--- config.mk ---
export PLATFORM = sky130hd
export DESIGN_NAME = q15_gain_merge_certifier
export DESIGN_NICKNAME = d
export VERILOG_FILES = /design/src/design/q15gm_pkg.sv /design/src/design/q15gm_ctrl.sv /design/src/design/q15gm_dp.sv /design/src/design/q15_gain_merge_certifier.sv
export VERILOG_INCLUDE_DIRS = /design/src /design/src/design
export SDC_FILE = /design/constraint.sdc
export NUM_CORES = 2
export LEC_CHECK = 0
export ABC_AREA = 1
export BUFFER_PORTS_ARGS = -buffer_cell sky130_fd_sc_hd__buf_2
export CORE_MARGIN = 2
export CORE_UTILIZATION = 25
export CTS_BUF_LIST = sky130_fd_sc_hd__clkbuf_8
export DETAILED_ROUTE_END_ITERATION = 10
export SLEW_MARGIN = 5
export SYNTH_ARGS = -nofsm -noshare
export SYNTH_HDL_FRONTEND = slang
export SYNTH_SLANG_ARGS = --single-unit
--- constraint.sdc ---
create_clock -name clk -period 7.1 [get_ports clk]
set_clock_uncertainty 0.05 [all_clocks]
set_input_delay 1.065 -clock clk [delete_from_list [all_inputs] [get_ports clk]]
set_output_delay 1.065 -clock clk [all_outputs]
set_load 0.005 [all_outputs]
--- src/design/assert_macros.svh ---
// assertion macros shared by the q15 gain merge certifier modules
// each macro expects a clock named clk and a reset named rst in scope
`ifndef ASSERT_MACROS_SVH
`define ASSERT_MACROS_SVH

// property that must hold at every clock edge outside reset
`define Q15GM_ASSERT(lbl, prop, msg) \
  lbl: assert property (@(posedge clk) disable iff (rst) (prop)) else $error(msg);

// consequent must hold on the cycle after the antecedent
`define Q15GM_ASSERT_NEXT(lbl, ante, cons, msg) \
  lbl: assert property (@(posedge clk) disable iff (rst) (ante) |=> (cons)) else $error(msg);

`endif

--- src/design/q15gm_pkg.sv ---
// shared types, constants and the q15 round/saturate function
// no dependencies
package q15gm_pkg;

  localparam int GainW = 16;
  localparam int ProdW = 2 * GainW;
  localparam int FracW = 15;

  localparam logic signed [GainW-1:0] I16Max = 16'sh7FFF;
  localparam logic signed [GainW-1:0] I16Min = -16'sh8000;

  typedef logic signed [GainW-1:0] gain_t;
  typedef logic signed [ProdW-1:0] prod_t;

  // commands from the controller to the datapath
  typedef struct packed {
    logic load;     // capture a new request
    logic merge;    // multiply inner by outer gain
    logic capture;  // store the rounded merged gain
    logic clear;    // reset sweep value and mismatch flag
    logic issue;    // push the current sweep value into the pipeline
    logic flush;    // drop anything still in flight
  } ctl_cmd_t;

  // status from the datapath to the controller
  typedef struct packed {
    logic last_v;      // sweep value is the final one
    logic pipe_empty;  // no value in flight
    logic fail;        // a mismatch has been seen
  } dp_stat_t;

  // floor divide by 2^15, round with the selected tie rule, saturate to i16
  function automatic gain_t q15_round(input prod_t prod, input logic ties_up);
    logic [FracW-1:0] rem;
    logic signed [ProdW-FracW:0] q;
    logic up;
    logic signed [ProdW-FracW:0] qr;
    gain_t res;
    rem = prod[FracW-1:0];
    q = {prod[ProdW-1], prod[ProdW-1:FracW]};
    if (ties_up) begin
      up = rem[FracW-1];
    end else begin
      up = rem[FracW-1] & ((rem[FracW-2:0] != '0) | q[0]);
    end
    qr = q + $signed({{(ProdW-FracW){1'b0}}, up});
    if (qr > $signed({{(ProdW-FracW-GainW+1){1'b0}}, I16Max})) begin
      res = I16Max;
    end else if (qr < $signed({{(ProdW-FracW-GainW+1){1'b1}}, I16Min})) begin
      res = I16Min;
    end else begin
      res = qr[GainW-1:0];
    end
    return res;
  endfunction

endpackage

--- src/design/q15gm_ctrl.sv ---
// controller state machine for the q15 gain merge certifier
// depends on q15gm_pkg and assert_macros.svh
`include "assert_macros.svh"

module q15gm_ctrl import q15gm_pkg::*; (
  input  logic     clk,
  input  logic     rst,
  input  logic     start,
  input  dp_stat_t stat,
  output ctl_cmd_t cmd,
  output logic     busy,
  output logic     done
);

  localparam logic [2:0] S_IDLE = 3'd0;
  localparam logic [2:0] S_MRG  = 3'd1;
  localparam logic [2:0] S_RND  = 3'd2;
  localparam logic [2:0] S_SWP  = 3'd3;
  localparam logic [2:0] S_DRN  = 3'd4;
  localparam logic [2:0] S_DONE = 3'd5;

  logic [2:0] state;
  logic [2:0] state_next;

  // next state and commands
  always_comb begin
    state_next = state;
    cmd = '0;
    case (state)
      S_IDLE: begin
        if (start) begin
          cmd.load = 1'b1;
          state_next = S_MRG;
        end
      end
      S_MRG: begin
        cmd.merge = 1'b1;
        cmd.clear = 1'b1;
        state_next = S_RND;
      end
      S_RND: begin
        cmd.capture = 1'b1;
        state_next = S_SWP;
      end
      S_SWP: begin
        if (stat.fail) begin
          state_next = S_DONE;
        end else begin
          cmd.issue = 1'b1;
          if (stat.last_v) state_next = S_DRN;
        end
      end
      S_DRN: begin
        if (stat.fail || stat.pipe_empty) state_next = S_DONE;
      end
      S_DONE: begin
        cmd.flush = 1'b1;
        state_next = S_IDLE;
      end
      default: state_next = S_IDLE;
    endcase
  end

  // state register
  always_ff @(posedge clk) begin
    if (rst) begin
      state <= S_IDLE;
    end else begin
      state <= state_next;
    end
  end

  assign busy = (state != S_IDLE);
  assign done = (state == S_DONE);

  `Q15GM_ASSERT_NEXT(a_done_one_cycle, done, !done && !busy, "result strobe held or stuck busy")
  `Q15GM_ASSERT(a_issue_not_done, !(cmd.issue && (done || cmd.flush)), "issue during completion")
  `Q15GM_ASSERT_NEXT(a_accept_busy, start && !busy, busy && !done, "request not taken up")

endmodule

--- src/design/q15gm_dp.sv ---
// datapath: merged gain, sweep counter and compare pipeline
// depends on q15gm_pkg and assert_macros.svh
`include "assert_macros.svh"

module q15gm_dp import q15gm_pkg::*; (
  input  logic     clk,
  input  logic     rst,
  input  ctl_cmd_t cmd,
  input  gain_t    first_gain,
  input  gain_t    second_gain,
  input  logic     tie_rule,
  output dp_stat_t stat,
  output gain_t    merged_gain,
  output logic     certified
);

  gain_t inner;
  gain_t outer;
  logic  ties_up;
  gain_t merged;
  gain_t v;

  prod_t p1;
  prod_t p3;
  gain_t a1;
  gain_t m3;
  prod_t p2;
  gain_t m3d;
  logic  vld1;
  logic  vld2;
  logic  vld3;
  logic  fail;

  gain_t mul_a;
  gain_t cascade;

  // request capture, merged gain and sweep value
  always_ff @(posedge clk) begin
    if (cmd.load) begin
      inner   <= first_gain;
      outer   <= second_gain;
      ties_up <= tie_rule;
    end
    if (cmd.capture) merged <= q15_round(p1, ties_up);
    if (cmd.clear) begin
      v <= I16Min;
    end else if (cmd.issue) begin
      v <= v + 16'sd1;
    end
  end

  // first multiplier serves the merge step and then the inner gain stage
  assign mul_a = cmd.merge ? outer : v;

  // payload pipeline
  always_ff @(posedge clk) begin
    p1  <= prod_t'(mul_a) * prod_t'(inner);
    p3  <= prod_t'(v) * prod_t'(merged);
    a1  <= q15_round(p1, ties_up);
    m3  <= q15_round(p3, ties_up);
    p2  <= prod_t'(a1) * prod_t'(outer);
    m3d <= m3;
  end

  assign cascade = q15_round(p2, ties_up);

  // valid bits and sticky mismatch flag
  always_ff @(posedge clk) begin
    if (rst) begin
      vld1 <= 1'b0;
      vld2 <= 1'b0;
      vld3 <= 1'b0;
      fail <= 1'b0;
    end else begin
      vld1 <= cmd.issue;
      vld2 <= vld1 & ~cmd.flush;
      vld3 <= vld2 & ~cmd.flush;
      if (cmd.clear) begin
        fail <= 1'b0;
      end else if (vld3 && (cascade != m3d)) begin
        fail <= 1'b1;
      end
    end
  end

  assign stat.last_v     = (v == I16Max);
  assign stat.pipe_empty = ~(vld1 | vld2 | vld3);
  assign stat.fail       = fail;
  assign merged_gain     = merged;
  assign certified       = ~fail;

  `Q15GM_ASSERT_NEXT(a_fail_sticky, fail && !cmd.clear, fail, "mismatch flag dropped")
  `Q15GM_ASSERT_NEXT(a_flush_empties, cmd.flush && !cmd.issue, !vld2 && !vld3, "flush left data")

endmodule

--- src/design/q15_gain_merge_certifier.sv ---
// Q1.15 gain merge certifier: one request in, one result out after an exhaustive
// sweep. A request is taken at a rising edge with start high and busy low. When the
// merge holds, the steps are: form the merged gain product, round it, issue every
// i16 value into the compare pipeline, one per cycle, drain the pipeline and raise done
// for the result. busy drops in the cycle after done, so a new request is taken only
// after the previous result has been shown. A mismatch ends the sweep early: done is
// raised once the failing value has reached the compare and set the mismatch flag. The
// result is shown for exactly one cycle with done high; the receiver cannot stall it.
// depends on q15gm_pkg, q15gm_ctrl and q15gm_dp
module q15_gain_merge_certifier import q15gm_pkg::*; (
  input  logic               clk,
  input  logic               rst,
  input  logic               start,
  output logic               busy,
  input  logic signed [15:0] first_gain,
  input  logic signed [15:0] second_gain,
  input  logic               tie_rule,
  output logic               done,
  output logic signed [15:0] merged_gain,
  output logic               certified
);

  ctl_cmd_t cmd;
  dp_stat_t stat;

  // sequencing
  q15gm_ctrl u_ctrl (
    .clk   (clk),
    .rst   (rst),
    .start (start),
    .stat  (stat),
    .cmd   (cmd),
    .busy  (busy),
    .done  (done)
  );

  // arithmetic and compare
  q15gm_dp u_dp (
    .clk         (clk),
    .rst         (rst),
    .cmd         (cmd),
    .first_gain  (first_gain),
    .second_gain (second_gain),
    .tie_rule    (tie_rule),
    .stat        (stat),
    .merged_gain (merged_gain),
    .certified   (certified)
  );

endmodule

==> run_results.csv <==
group,metric,value,unit
logic_synthesis,ys_types,58,
worst_hold_path,hold_class,"register to register",
critical_path,cp_max_fo,43,
route,dr.pass1.iters,6,
place,numPlacedInstances,6302,
critical_path,startpoint_type,"register",
critical_path,critPathKind,"register to register",
clocking,cts_made_buffers,41,
grt,gr-total-overflow,0,
logic_synthesis,yosysWarnings,0,
clocking,cts_max_level,2,
sta,min_period,6.69,ns
clocking,clock-root-buffer,"clkbuf_8",
logic_synthesis,synth_ff_type,"dfxtp_1",
grt,grt_start_max_net_pins,44,
clocking,clkLatencyLatePin,0.63,ns
critical_path,crit_arrival,7.14,ns
grt,track_usage,0.135,
grt,first_global_vias,29600,
place,io_buffers,54,
critical_path,startpoint,"u_ctrl.state[0]",
sta,setup_viol,0,
status,outcome,"finished clean",
clocking,clock_tree.buffer_depth,3,
logic_synthesis,syn_avg_cell_area,8.50,um^2
logic_synthesis,yosysMostFrequentCell,"inv_1",
logic_synthesis,netlist_instances,4374,
layout,final_util,0.277,
sta,worst_slew_pin_slew,0.946,ns
layout,n_fill_cell,15700,
route,vias_per_cell,4.28,
layout,postLayoutCellArea,40800,um^2
clocking,clock_sinks,216,
sta,slew_violations,0,
critical_path,end_kind,"register",
logic_synthesis,synth_edf_count,49,
floorplanning,initial_core_util,0.252,
critical_path,cpPeakStageDelay,0.58,ns
logic_synthesis,syn_area,37200,um^2
route,drtAntennaViolNets,0,
layout,syn_to_final_growth,9.85,%
clocking,postCtsSetupRepairBufs,0,
clocking,cts_tree,"built",
layout,final_net_count,5487,
logic_synthesis,synth_area_leaders,"fa_1, inv_1, dfxtp_1, nand2_1, ha_1",
route,post_drt_wl_per_cell,15.4,um
sta,fmax,149,MHz
logic_synthesis,yosys.area.top_type,"fa_1",
clocking,clkTransAtPathRegs,0.07,ns
critical_path,cp.depth,29,
logic_synthesis,synth_seq_cells,216,
floorplanning,die_area,152000,um^2
sta,slew-limit-headroom,0.368,
route,drt_wl_total,98.3,mm
critical_path,worst-path-buf-inv,7,
critical_path,reg2reg_to,"u_dp.p1[31]",
logic_synthesis,yosysTopAreaCellShare,0.423,
grt,grt_pass1_wl,161,mm
layout,final_cells,6376,
clocking,postCtsHoldBufs,0,
critical_path,rrSetupSlack,0.41,ns
grt,antenna_found_initial,8,
clocking,cts-resized-gates,0,
sta,setup_tns,0,ns
place,gp_congestion,0.914,
critical_path,cpMostUsedCell,"nand2_1",
logic_synthesis,syn-num-nets,5446,
critical_path,worstRegToRegCells,29,
floorplanning,num_rows,141,
logic_synthesis,ys_top_cells_by_count,"inv_1, nand2_1, fa_1",
logic_synthesis,yosysSeqAreaShare,0.129,
sta,finalHoldViolCount,0,
layout,final_layout_size_suffix_gt1_frac,0.0657,
critical_path,crit_family,"adder cells",
sta,rsz0062_at_grt,"no",
critical_path,cp_slowest_cell,"fa_1",
critical_path,cp-endpoint,"u_dp.p1[31]",
critical_path,r2r_start,"u_ctrl.state[0]",
place,dpl.hpwl,83.1,mm
floorplanning,die_y,390,um
critical_path,required,7.54,ns
worst_hold_path,hold_path_depth,0,
floorplanning,die_w,390,um
sta,fin_crit_sh,0.943,
job,maxCapViolCount,0,
route,route.detailed.drc,0,
route,vias,27300,
place,placed_area,40000,um^2
floorplanning,ios,55,
route,drtIter0Drc,1710,
floorplanning,core,148000,um^2
logic_synthesis,async_flop_share,0,
-- cell families after synthesis --
group / share of synthesized area
flops: 0.129
xor+xnor: 0.0360
fa+ha+maj: 0.507
buf+inv: 0.147
compound gates: 0.0436
simple gates: 0.136
-- metal layers --
| metal | share of wire | global-route usage |
|---|---|---|
| met4 | 0.032 | 0.0428 |
| met5 | 0.00063 | 0 |
| met1 | 0.43 | 0.177 |
| met2 | 0.46 | 0.220 |
| met3 | 0.078 | 0.0306 |
-- how the worst min path moves through the flow --
stage / slack [ns] / from / endpoint
global placement: 0.26 / u_dp.m3[4] / u_dp.m3d[4]
finish: 0.26 / u_dp.m3[10] / u_dp.m3d[10]
floorplan: 0.26 / u_dp.m3[0] / u_dp.m3d[0]
CTS: 0.23 / u_dp.m3[10] / u_dp.m3d[10]
detailed placement: 0.26 / u_dp.m3[8] / u_dp.m3d[8]
global route: 0.27 / u_dp.m3[10] / u_dp.m3d[10]
-- worst reg2reg max path: cells and delay by family, from the launching register on --
family,cells,cell delay (ns)
compound gates,2,0.44
xor+xnor,1,0.14
fa+ha+maj,7,3.25
buf+inv,7,0.87
flops,1,0.43
simple gates,12,1.35
-- through the flow --
step,hold WS [ns],worst slack [ns]
final,0.256,0.407
after global routing,0.267,0.000889
after CTS,0.233,0.269
after detailed placement,0.263,0.284
after global placement,0.262,0.367
after floorplan,0.260,0.765
-- sequential cells by signal, indices dropped and copies added, names as in the netlist --
name	cells
u_dp.ties_up	1
u_dp.m3	16
u_dp.vld1	1
u_dp.a1	16
u_dp.vld3	1
u_dp.vld2	1
u_dp.merged_gain	16
u_dp.p3	32
u_dp.p1	32
u_dp.p2	32
u_dp.inner	16
u_dp.fail	1
u_ctrl.state	3
u_dp.outer	16
u_dp.v	16
u_dp.m3d	16
-- cell usage in the layout (no fill, tap or decap), drive strengths merged, types with 5 or more instances in the layout --
cell type,synthesis,layout
nand2,880,880
ha,250,250
nor4,10,10
a31oi,14,14
o21bai,5,5
a21oi,116,116
nand3,60,60
dfxtp,167,167
xnor2,64,64
nand4,19,19
nor2,242,242
clkbuf,128,44
xor2,89,89
clkinv,10,17
o21ai,107,107
inv,1278,1289
nor3,28,28
fa,786,786
edfxtp,49,49
buf,22,148
clkinvlp,0,7
or2,11,11
-- layout make-up --
class	instances	area, um^2	share of cell area
repair buffers	148	980	0.0240
inverters	1288	4850	0.119
clock buffers	44	606	0.0148
well taps	1930	2410	0.0591
multi-input cells	2720	26900	0.659
diodes	1	2.50	0.0000613
flip-flops and latches	216	4810	0.118
clock inverters	29	263	0.00643
Power is left out: the tool's default activity adds up to more than one toggle a clock period on the data nets, which glitch-free logic cannot reach.
